===== src/hdl/sfcs_pkg.sv =====
`default_nettype none
package sfcs_pkg;
    localparam int unsigned PAGE_BYTES = 256;
    localparam int unsigned PAGE_W     = $clog2(PAGE_BYTES);
    localparam int unsigned PLEFT_W    = PAGE_W + 1;
    localparam int unsigned MAX_RES    = 9;
    localparam int unsigned CNT_W      = 4;

    // phases
    localparam logic [3:0] PH_IDLE = 4'd0;
    localparam logic [3:0] PH_PROG = 4'd1;
    localparam logic [3:0] PH_POLL = 4'd2;
    localparam logic [3:0] PH_READ = 4'd3;
    localparam logic [3:0] PH_ID   = 4'd4;

    // request types
    localparam logic [2:0] RQ_BUS    = 3'd0;
    localparam logic [2:0] RQ_PROG   = 3'd1;
    localparam logic [2:0] RQ_DATA   = 3'd2;
    localparam logic [2:0] RQ_READ   = 3'd3;
    localparam logic [2:0] RQ_SECTOR = 3'd4;
    localparam logic [2:0] RQ_BLOCK  = 3'd5;
    localparam logic [2:0] RQ_CHIP   = 3'd6;
    localparam logic [2:0] RQ_IDENT  = 3'd7;

    // result kinds
    localparam logic [2:0] K_SEND   = 3'd0;
    localparam logic [2:0] K_DESEL  = 3'd1;
    localparam logic [2:0] K_READ   = 3'd2;
    localparam logic [2:0] K_ID     = 3'd3;
    localparam logic [2:0] K_DONE   = 3'd4;
    localparam logic [2:0] K_REFUSE = 3'd5;

    // register indexes
    localparam logic [2:0] R_WREN  = 3'd0;
    localparam logic [2:0] R_RDSR  = 3'd1;
    localparam logic [2:0] R_PP    = 3'd2;
    localparam logic [2:0] R_READ  = 3'd3;
    localparam logic [2:0] R_RDID  = 3'd4;
    localparam logic [2:0] R_SE    = 3'd5;
    localparam logic [2:0] R_BE    = 3'd6;
    localparam logic [2:0] R_CE    = 3'd7;

    localparam logic [7:0] DUMMY = 8'hFF;

    typedef struct packed {
        logic [2:0]  kind;
        logic [7:0]  byte_value;
        logic [23:0] id_value;
    } res_t;
endpackage
`default_nettype wire


===== src/hdl/spi_flash_command_sequencer.sv =====
// Channel  | Dir | Payload
// s_axis   | in  | tdata {data_byte, length, address}, tuser req_type
// m_axis   | out | tdata {id_value, byte_value}, tuser kind, tlast last
// cfg      | in  | cfg_we, cfg_index[2:0], cfg_wdata[7:0]
// An input beat is turned combinationally into a frame of up to nine result
// beats; the first beat is offered in the cycle after the accept and the frame
// drains one beat per cycle while m_tready is high. The next input beat is
// taken on the edge that pops the last one.
// Reset (aresetn low, synchronous) returns the phase to idle and the
// opcode registers to their defaults. m_tready low holds the frame.
`default_nettype none
module spi_flash_command_sequencer (
    input  wire logic        aclk,
    input  wire logic        aresetn,
    input  wire logic        s_tvalid,
    output logic             s_tready,
    // address[23:0], length[39:24], data_byte[47:40]
    input  wire logic [47:0] s_tdata,
    // req_type[2:0]
    input  wire logic [2:0]  s_tuser,
    output logic             m_tvalid,
    input  wire logic        m_tready,
    // byte_value[7:0], id_value[31:8]
    output logic [31:0]      m_tdata,
    // kind[2:0]
    output logic [2:0]       m_tuser,
    output logic             m_tlast,
    input  wire logic        cfg_we,
    input  wire logic [2:0]  cfg_index,
    input  wire logic [7:0]  cfg_wdata
);
    localparam int unsigned PW = sfcs_pkg::PLEFT_W;
    localparam int unsigned CW = sfcs_pkg::CNT_W;

    logic [7:0] regs_reg [8];
    logic [3:0]  phase_reg, phase_next;
    logic [23:0] addr_reg, addr_next;
    logic [15:0] rem_reg, rem_next;
    logic [PW-1:0] pleft_reg, pleft_next;
    logic [23:0] idacc_reg, idacc_next;
    logic [1:0]  idcnt_reg, idcnt_next;
    logic        after_reg, after_next;

    sfcs_pkg::res_t frame_reg [sfcs_pkg::MAX_RES];
    sfcs_pkg::res_t frame_next [sfcs_pkg::MAX_RES];
    logic [CW-1:0] cnt_reg, cnt_next, pos_reg;

    logic [2:0]  req;
    logic [23:0] s_addr;
    logic [15:0] s_len;
    logic [7:0]  s_db;
    logic        take, pop;

    assign req    = s_tuser;
    assign s_addr = s_tdata[23:0];
    assign s_len  = s_tdata[39:24];
    assign s_db   = s_tdata[47:40];

    // frame drains fully before a new beat; last beat pop frees the slot
    assign m_tvalid = (cnt_reg != '0);
    assign pop      = m_tvalid && m_tready;
    assign s_tready = !m_tvalid || (pop && (pos_reg + CW'(1) == cnt_reg));
    assign take     = s_tvalid && s_tready;

    assign m_tuser = frame_reg[pos_reg].kind;
    assign m_tdata = {frame_reg[pos_reg].id_value, frame_reg[pos_reg].byte_value};
    assign m_tlast = (pos_reg + CW'(1) == cnt_reg);

    // opcode registers
    always_ff @(posedge aclk) begin
        if (!aresetn) begin
            regs_reg[sfcs_pkg::R_WREN] <= 8'h06; regs_reg[sfcs_pkg::R_RDSR] <= 8'h05;
            regs_reg[sfcs_pkg::R_PP]   <= 8'h02; regs_reg[sfcs_pkg::R_READ] <= 8'h03;
            regs_reg[sfcs_pkg::R_RDID] <= 8'h9F; regs_reg[sfcs_pkg::R_SE]   <= 8'h20;
            regs_reg[sfcs_pkg::R_BE]   <= 8'hD8; regs_reg[sfcs_pkg::R_CE]   <= 8'hC7;
        end else if (cfg_we) begin
            regs_reg[cfg_index] <= cfg_wdata;
        end
    end

    // build one frame from the accepted beat
    always_comb begin
        logic [CW-1:0] n;
        logic [23:0] pa;
        logic [PW-1:0] room;
        logic [15:0] rdec;
        logic [PW-1:0] pdec;
        logic [23:0] acc;
        logic [1:0]  ic;
        n = '0;
        pa = '0;
        room = '0;
        rdec = '0;
        pdec = '0;
        acc = '0;
        ic = '0;
        phase_next = phase_reg;
        addr_next = addr_reg;
        rem_next = rem_reg;
        pleft_next = pleft_reg;
        idacc_next = idacc_reg;
        idcnt_next = idcnt_reg;
        after_next = after_reg;
        for (int i = 0; i < sfcs_pkg::MAX_RES; i++) begin
            frame_next[i] = '{kind: sfcs_pkg::K_SEND, byte_value: 8'd0, id_value: 24'd0};
        end

        unique case (phase_reg)
            sfcs_pkg::PH_IDLE: begin
                if (req == sfcs_pkg::RQ_PROG && s_len == 16'd0) begin
                    frame_next[0].kind = sfcs_pkg::K_DONE; n = 4'd1;
                end else if (req == sfcs_pkg::RQ_PROG) begin
                    pa = s_addr;
                    room = PW'(sfcs_pkg::PAGE_BYTES) - PW'(s_addr[sfcs_pkg::PAGE_W-1:0]);
                    pleft_next = ({{(16-PW){1'b0}}, room} < s_len) ? room : PW'(s_len);
                    addr_next = s_addr; rem_next = s_len;
                    frame_next[0].byte_value = regs_reg[sfcs_pkg::R_WREN];
                    frame_next[1].kind = sfcs_pkg::K_DESEL;
                    frame_next[2].byte_value = regs_reg[sfcs_pkg::R_PP];
                    frame_next[3].byte_value = pa[23:16];
                    frame_next[4].byte_value = pa[15:8];
                    frame_next[5].byte_value = pa[7:0];
                    n = 4'd6; phase_next = sfcs_pkg::PH_PROG;
                end else if (req == sfcs_pkg::RQ_READ) begin
                    frame_next[0].byte_value = regs_reg[sfcs_pkg::R_READ];
                    frame_next[1].byte_value = s_addr[23:16];
                    frame_next[2].byte_value = s_addr[15:8];
                    frame_next[3].byte_value = s_addr[7:0];
                    addr_next = s_addr; rem_next = s_len;
                    if (s_len == 16'd0) begin
                        frame_next[4].kind = sfcs_pkg::K_DESEL;
                        frame_next[5].kind = sfcs_pkg::K_DONE;
                        n = 4'd6;
                    end else begin
                        frame_next[4].byte_value = sfcs_pkg::DUMMY;
                        n = 4'd5; phase_next = sfcs_pkg::PH_READ;
                    end
                end else if (req == sfcs_pkg::RQ_SECTOR || req == sfcs_pkg::RQ_BLOCK) begin
                    frame_next[0].byte_value = regs_reg[sfcs_pkg::R_WREN];
                    frame_next[1].kind = sfcs_pkg::K_DESEL;
                    frame_next[2].byte_value = (req == sfcs_pkg::RQ_SECTOR) ?
                        regs_reg[sfcs_pkg::R_SE] : regs_reg[sfcs_pkg::R_BE];
                    frame_next[3].byte_value = s_addr[23:16];
                    frame_next[4].byte_value = s_addr[15:8];
                    frame_next[5].byte_value = s_addr[7:0];
                    frame_next[6].kind = sfcs_pkg::K_DESEL;
                    frame_next[7].byte_value = regs_reg[sfcs_pkg::R_RDSR];
                    frame_next[8].byte_value = sfcs_pkg::DUMMY;
                    n = 4'd9; after_next = 1'b0; phase_next = sfcs_pkg::PH_POLL;
                end else if (req == sfcs_pkg::RQ_CHIP) begin
                    frame_next[0].byte_value = regs_reg[sfcs_pkg::R_WREN];
                    frame_next[1].kind = sfcs_pkg::K_DESEL;
                    frame_next[2].byte_value = regs_reg[sfcs_pkg::R_CE];
                    frame_next[3].kind = sfcs_pkg::K_DESEL;
                    frame_next[4].byte_value = regs_reg[sfcs_pkg::R_RDSR];
                    frame_next[5].byte_value = sfcs_pkg::DUMMY;
                    n = 4'd6; after_next = 1'b0; phase_next = sfcs_pkg::PH_POLL;
                end else if (req == sfcs_pkg::RQ_IDENT) begin
                    idacc_next = '0; idcnt_next = '0;
                    frame_next[0].byte_value = regs_reg[sfcs_pkg::R_RDID];
                    frame_next[1].byte_value = sfcs_pkg::DUMMY;
                    n = 4'd2; phase_next = sfcs_pkg::PH_ID;
                end else begin
                    frame_next[0].kind = sfcs_pkg::K_REFUSE; n = 4'd1;
                end
            end
            sfcs_pkg::PH_PROG: begin
                if (req != sfcs_pkg::RQ_DATA) begin
                    frame_next[0].kind = sfcs_pkg::K_REFUSE; n = 4'd1;
                end else begin
                    frame_next[0].byte_value = s_db;
                    addr_next = addr_reg + 24'd1;
                    rdec = (rem_reg != 16'd0) ? rem_reg - 16'd1 : rem_reg;
                    pdec = (pleft_reg != '0) ? pleft_reg - PW'(1) : pleft_reg;
                    rem_next = rdec; pleft_next = pdec;
                    n = 4'd1;
                    if (pdec == '0) begin
                        frame_next[1].kind = sfcs_pkg::K_DESEL;
                        frame_next[2].byte_value = regs_reg[sfcs_pkg::R_RDSR];
                        frame_next[3].byte_value = sfcs_pkg::DUMMY;
                        n = 4'd4; after_next = 1'b1; phase_next = sfcs_pkg::PH_POLL;
                    end
                end
            end
            sfcs_pkg::PH_POLL: begin
                if (req != sfcs_pkg::RQ_BUS) begin
                    frame_next[0].kind = sfcs_pkg::K_REFUSE; n = 4'd1;
                end else if (s_db[0]) begin
                    frame_next[0].byte_value = sfcs_pkg::DUMMY; n = 4'd1;
                end else if (after_reg && rem_reg != 16'd0) begin
                    // next page
                    room = PW'(sfcs_pkg::PAGE_BYTES) -
                           PW'(addr_reg[sfcs_pkg::PAGE_W-1:0]);
                    pleft_next = ({{(16-PW){1'b0}}, room} < rem_reg) ? room : PW'(rem_reg);
                    frame_next[0].kind = sfcs_pkg::K_DESEL;
                    frame_next[1].byte_value = regs_reg[sfcs_pkg::R_WREN];
                    frame_next[2].kind = sfcs_pkg::K_DESEL;
                    frame_next[3].byte_value = regs_reg[sfcs_pkg::R_PP];
                    frame_next[4].byte_value = addr_reg[23:16];
                    frame_next[5].byte_value = addr_reg[15:8];
                    frame_next[6].byte_value = addr_reg[7:0];
                    n = 4'd7; phase_next = sfcs_pkg::PH_PROG;
                end else begin
                    frame_next[0].kind = sfcs_pkg::K_DESEL;
                    frame_next[1].kind = sfcs_pkg::K_DONE;
                    n = 4'd2; after_next = 1'b0; phase_next = sfcs_pkg::PH_IDLE;
                end
            end
            sfcs_pkg::PH_READ: begin
                if (req != sfcs_pkg::RQ_BUS) begin
                    frame_next[0].kind = sfcs_pkg::K_REFUSE; n = 4'd1;
                end else begin
                    frame_next[0].kind = sfcs_pkg::K_READ;
                    frame_next[0].byte_value = s_db;
                    addr_next = addr_reg + 24'd1;
                    rdec = (rem_reg != 16'd0) ? rem_reg - 16'd1 : rem_reg;
                    rem_next = rdec;
                    if (rdec != 16'd0) begin
                        frame_next[1].byte_value = sfcs_pkg::DUMMY; n = 4'd2;
                    end else begin
                        frame_next[1].kind = sfcs_pkg::K_DESEL;
                        frame_next[2].kind = sfcs_pkg::K_DONE;
                        n = 4'd3; phase_next = sfcs_pkg::PH_IDLE;
                    end
                end
            end
            sfcs_pkg::PH_ID: begin
                if (req != sfcs_pkg::RQ_BUS) begin
                    frame_next[0].kind = sfcs_pkg::K_REFUSE; n = 4'd1;
                end else begin
                    acc = {idacc_reg[15:0], s_db};
                    ic = idcnt_reg + 2'd1;
                    idacc_next = acc; idcnt_next = ic;
                    if (ic != 2'd3) begin
                        frame_next[0].byte_value = sfcs_pkg::DUMMY; n = 4'd1;
                    end else begin
                        frame_next[0].kind = sfcs_pkg::K_DESEL;
                        frame_next[1].kind = sfcs_pkg::K_ID;
                        frame_next[1].id_value = acc;
                        idcnt_next = '0;
                        n = 4'd2; phase_next = sfcs_pkg::PH_IDLE;
                    end
                end
            end
            default: begin
                frame_next[0].kind = sfcs_pkg::K_REFUSE; n = 4'd1;
                phase_next = sfcs_pkg::PH_IDLE;
            end
        endcase
        cnt_next = n;
    end

    // state and frame registers
    always_ff @(posedge aclk) begin
        if (!aresetn) begin
            phase_reg <= sfcs_pkg::PH_IDLE;
            addr_reg <= '0; rem_reg <= '0; pleft_reg <= '0;
            idacc_reg <= '0; idcnt_reg <= '0; after_reg <= 1'b0;
            cnt_reg <= '0; pos_reg <= '0;
        end else if (take) begin
            phase_reg <= phase_next;
            addr_reg <= addr_next; rem_reg <= rem_next; pleft_reg <= pleft_next;
            idacc_reg <= idacc_next; idcnt_reg <= idcnt_next; after_reg <= after_next;
            cnt_reg <= cnt_next; pos_reg <= '0;
        end else if (pop) begin
            if (m_tlast) begin
                cnt_reg <= '0; pos_reg <= '0;
            end else begin
                pos_reg <= pos_reg + CW'(1);
            end
        end
    end

    always_ff @(posedge aclk) begin
        if (take) begin
            for (int i = 0; i < sfcs_pkg::MAX_RES; i++) frame_reg[i] <= frame_next[i];
        end
    end

    // checks
    a_pos_in_frame: assert property (@(posedge aclk) disable iff (!aresetn)
        m_tvalid |-> pos_reg < cnt_reg) else $error("beat index past frame");
    a_frame_size: assert property (@(posedge aclk) disable iff (!aresetn)
        cnt_reg <= CW'(sfcs_pkg::MAX_RES)) else $error("frame too long");
    a_take_makes_frame: assert property (@(posedge aclk) disable iff (!aresetn)
        take |=> m_tvalid && pos_reg == '0) else $error("accepted beat gave no frame");
    a_idle_poll_flag: assert property (@(posedge aclk) disable iff (!aresetn)
        phase_reg == sfcs_pkg::PH_IDLE |-> !after_reg) else $error("stale poll flag");
endmodule
`default_nettype wire


===== config.mk =====
export PLATFORM = sky130hd
export DESIGN_NAME = spi_flash_command_sequencer
export DESIGN_NICKNAME = d
export VERILOG_FILES = /design/src/hdl/sfcs_pkg.sv /design/src/hdl/spi_flash_command_sequencer.sv
export SDC_FILE = /design/constraint.sdc
export NUM_CORES = 1
export LEC_CHECK = 0
export BUFFER_PORTS_ARGS = -buffer_cell sky130_fd_sc_hd__buf_2
export CORE_MARGIN = 3
export CORE_UTILIZATION = 60
export CTS_BUF_LIST = sky130_fd_sc_hd__clkbuf_16
export DETAILED_ROUTE_END_ITERATION = 6
export GPL_ROUTABILITY_DRIVEN = 0
export PLACE_DENSITY_LB_ADDON = 0.12
export SLEW_MARGIN = 10
export SYNTH_ARGS = -nofsm -noshare
export SYNTH_HDL_FRONTEND = slang
export SYNTH_SLANG_ARGS = --single-unit

===== constraint.sdc =====
create_clock -name aclk -period 6.9 [get_ports aclk]
set_clock_uncertainty 0.1 [all_clocks]
set_input_delay 0.69 -clock aclk [delete_from_list [all_inputs] [get_ports aclk]]
set_output_delay 0.69 -clock aclk [all_outputs]
set_load 0.05 [all_outputs]

==> results.md <==
- Root Driver: clkbuf_16
- Clock Latency Late Sink: 0.54 ns
- Post-synthesis async set-or-reset flop share: 0%
- Critical Path Sink Type: flop
- Pwr/cell area: 406.5 nW/um2
- RSZ-0062 raised after global routing: false
- Top post-synthesis cells by area: edfxtp_1 (35%), dfxtp_1 (12%), a21oi_1 (4.6%), and2_1 (4.1%), nor2_1 (3.9%)
- Commonest non-fill, non-tap cell in the layout: edfxtp_1
- Final setup viols: 0
- Pin count of the biggest net entering global routing: 66
- Starting DRT DRC Count: 1787
- Initial Utilization: 61.34%
- Fill cells: 1789
- Synth Flop Type: edfxtp_1
- Synth Register Bits: 246
- Commonest cells after routing, fill and taps aside: edfxtp_1 (163), nor2_1 (145), a21oi_1 (129), nand2_1 (121), buf_2 (104)
- Setup Fix Bufs, Post-CTS: 0
- Worst path slowest cell: a21oi_2
- Post-Route WL: 39250 um
- Clock Power Share: 23.2%
- Worst Max-Slew Pin Slew: 1.206 ns
- Synthesized instance count: 1477
- Syn_area_per_cell: 9.432 um2
- CP Max Fanout: 53
- Antenna diodes: 0
- Yosys warning count: 0
- Via Count: 12000
- Worst hold path type: flop to flop
- # hold bufs at CTS: 0
- Endpoints failing hold: 0
- Non-filler cells, final: 1819
- Clock slew seen by the registers of the worst setup and hold paths: 0.06 ns
- Fraction of power spent switching nets: 40.28%
- Internal power: 0.003738 W
- Final ANT Viol Nets: 0
- Antenna violations before repair: 2
- Library cells used by synthesis: 76
- Status: finished, violations left
- Ports: 105
- Cells along the critical path: buf_2, buf_4, or2_2, nor3_1, inv_1, a21oi_2, buf_4, o21ai_0, a221oi_1
- CTS tree: done
- Tcrit/Tclk final: 56.01%
- Hold Worst Slack: 0.3450 ns
- Layout net count: 1605
- Mapped cell area: 13930 um2
- Cells after DPL: 1772
- Grt total ovfl: 0
- Synth Net Count: 1566
- Leakage power: 5.739 nW
- Row count: 55
- Maxcap violations: 0
- Die H: 158.4 um
- Max incr delay on CP: 0.85 ns
- Pre-antenna DRT Iters: 7
- Max Slew Vio Count: 0
- Post-DP HPWL: 27280 um
- Fin crit period: 3.864 ns
- Pre-CTS setup slack: 2.534 ns
- Comb pwr share: 41.3%
- Sink Count: 246
- Vias in the first global route: 10990
- DR DRC count: 4
- Worst VDD drop: 0.2676 mV
- Longest Clk Path Bufs: 3
- PortBufs: 104
- Layout cells sized above 1: 15.25%
- Arr. time, crit path: 4.20 ns
- Slew margin rel.: 18.77%
- Startpoint class of the critical path: input pin
- TritonCTS buffer count: 27
- Synth top area share: 35.14%
- Max FFs per register: 99
- Global-route wire length before repair: 61330 um
- Area grow syn2layout: 10.52%
- H-tree levels: 1
- Crit Path Class: input pin to flop
- Synth area leader: edfxtp_1
- Fmax: 0.2588 GHz
- CP required: 7.24 ns
- GR Util All Layers: 31.14%
- Die area: 25080 um2
- Core ar.: 22710 um2
- Sw Pwr: 0.002521 W
- Setup TNS: 0 ns
- Final Worst Setup Slack: 3.036 ns
- Post-CTS sizing: 0
- Flop pwr share: 35.5%
- Sequential element share of the synthesized area: 47.06%
- Die width: 158.4 um
- Failing checks: design-rule violations
- Vias/cell: 6.597
- Avg WL per Cell: 21.58 um
- Most Frequent Cell on Critical Path: buf_4
- Number of synthesized flops with an enable pin: 163
-- Yosys cell counts (18+ instances only) --
master,count
edfxtp_1,163
nor2_1,145
a21oi_1,129
nand2_1,121
and2_1,91
o21ai_0,86
clkbuf_1,85
dfxtp_1,83
nand3_1,47
nor3_1,46
inv_1,34
mux2i_1,26
or3_1,25
ha_1,22
nand2b_1,21
mux2_2,18
nor4_1,18
-- per-layer routing --
layer	track usage (%)	up-vias	routed length, um
met1	46.79	5657	16370
li1	-	5538	-
met2	47.18	714	17450
met3	5.056	87	4422
met4	8.603	4	983
met5	0	-	28
-- area by class of cell --
class | count | area, um2 | share of cell area (%)
Multi-Input combinational cell | 1085 | 6829 | 44.36
Sequential cell | 246 | 6556 | 42.58
Timing Repair Buffer | 120 | 640.6 | 4.161
Inverter | 36 | 136.4 | 0.8858
Tap cell | 285 | 356.6 | 2.316
Clock inverter | 20 | 201.4 | 1.308
Clock buffer | 27 | 675.6 | 4.388
-- power groups by stage --
stage / Clock (W) / Combinational [W] / Sequential (W)
floorplan: 0 / 0.00196 / 0.00214
global placement: 0 / 0.00248 / 0.00223
detailed placement: 0 / 0.00253 / 0.00224
CTS: 0.00146 / 0.00254 / 0.00222
global route: 0.00152 / 0.00279 / 0.00226
finish: 0.00145 / 0.00258 / 0.00222
-- critical path: cells and delay by family --
| family | cells | cell delay [ns] |
|---|---|---|
| AOI/OAI and AO/OA | 3 | 1.28 |
| buffers and inverters | 4 | 1.01 |
| and+or+nand+nor | 2 | 1.20 |
-- metrics by stage --
stage	cell area (um2)	utilization [%]	power, W
2_1_floorplan	13930	-	0.004104
3_3_place_gp	14510	63.91	0.004715
3_5_place_dp	14510	63.91	0.004770
4_1_cts	15390	67.77	0.006212
5_1_grt	15400	67.80	0.006572
6_report	15400	67.80	0.006259
-- final timing paths --
path,from,to,slack [ns],cells after the start
hold reg to reg,idacc_reg[12],idacc_reg[12],0.34,2
setup reg to reg,phase_reg[1],addr_reg[0],3.13,7
hold / removal,idacc_reg[12],idacc_reg[12],0.34,2
setup / recovery,s_tuser[2],addr_reg[0],3.04,9
-- kinds of logic after synthesis --
family,synth area share [%]
mux,6.071
xor+xnor,1.320
compound gates,17.05
buf+inv,4.158
simple gates,22.36
fa+ha+maj,1.976
flops,47.06
Power figures use the tool's default switching activity.
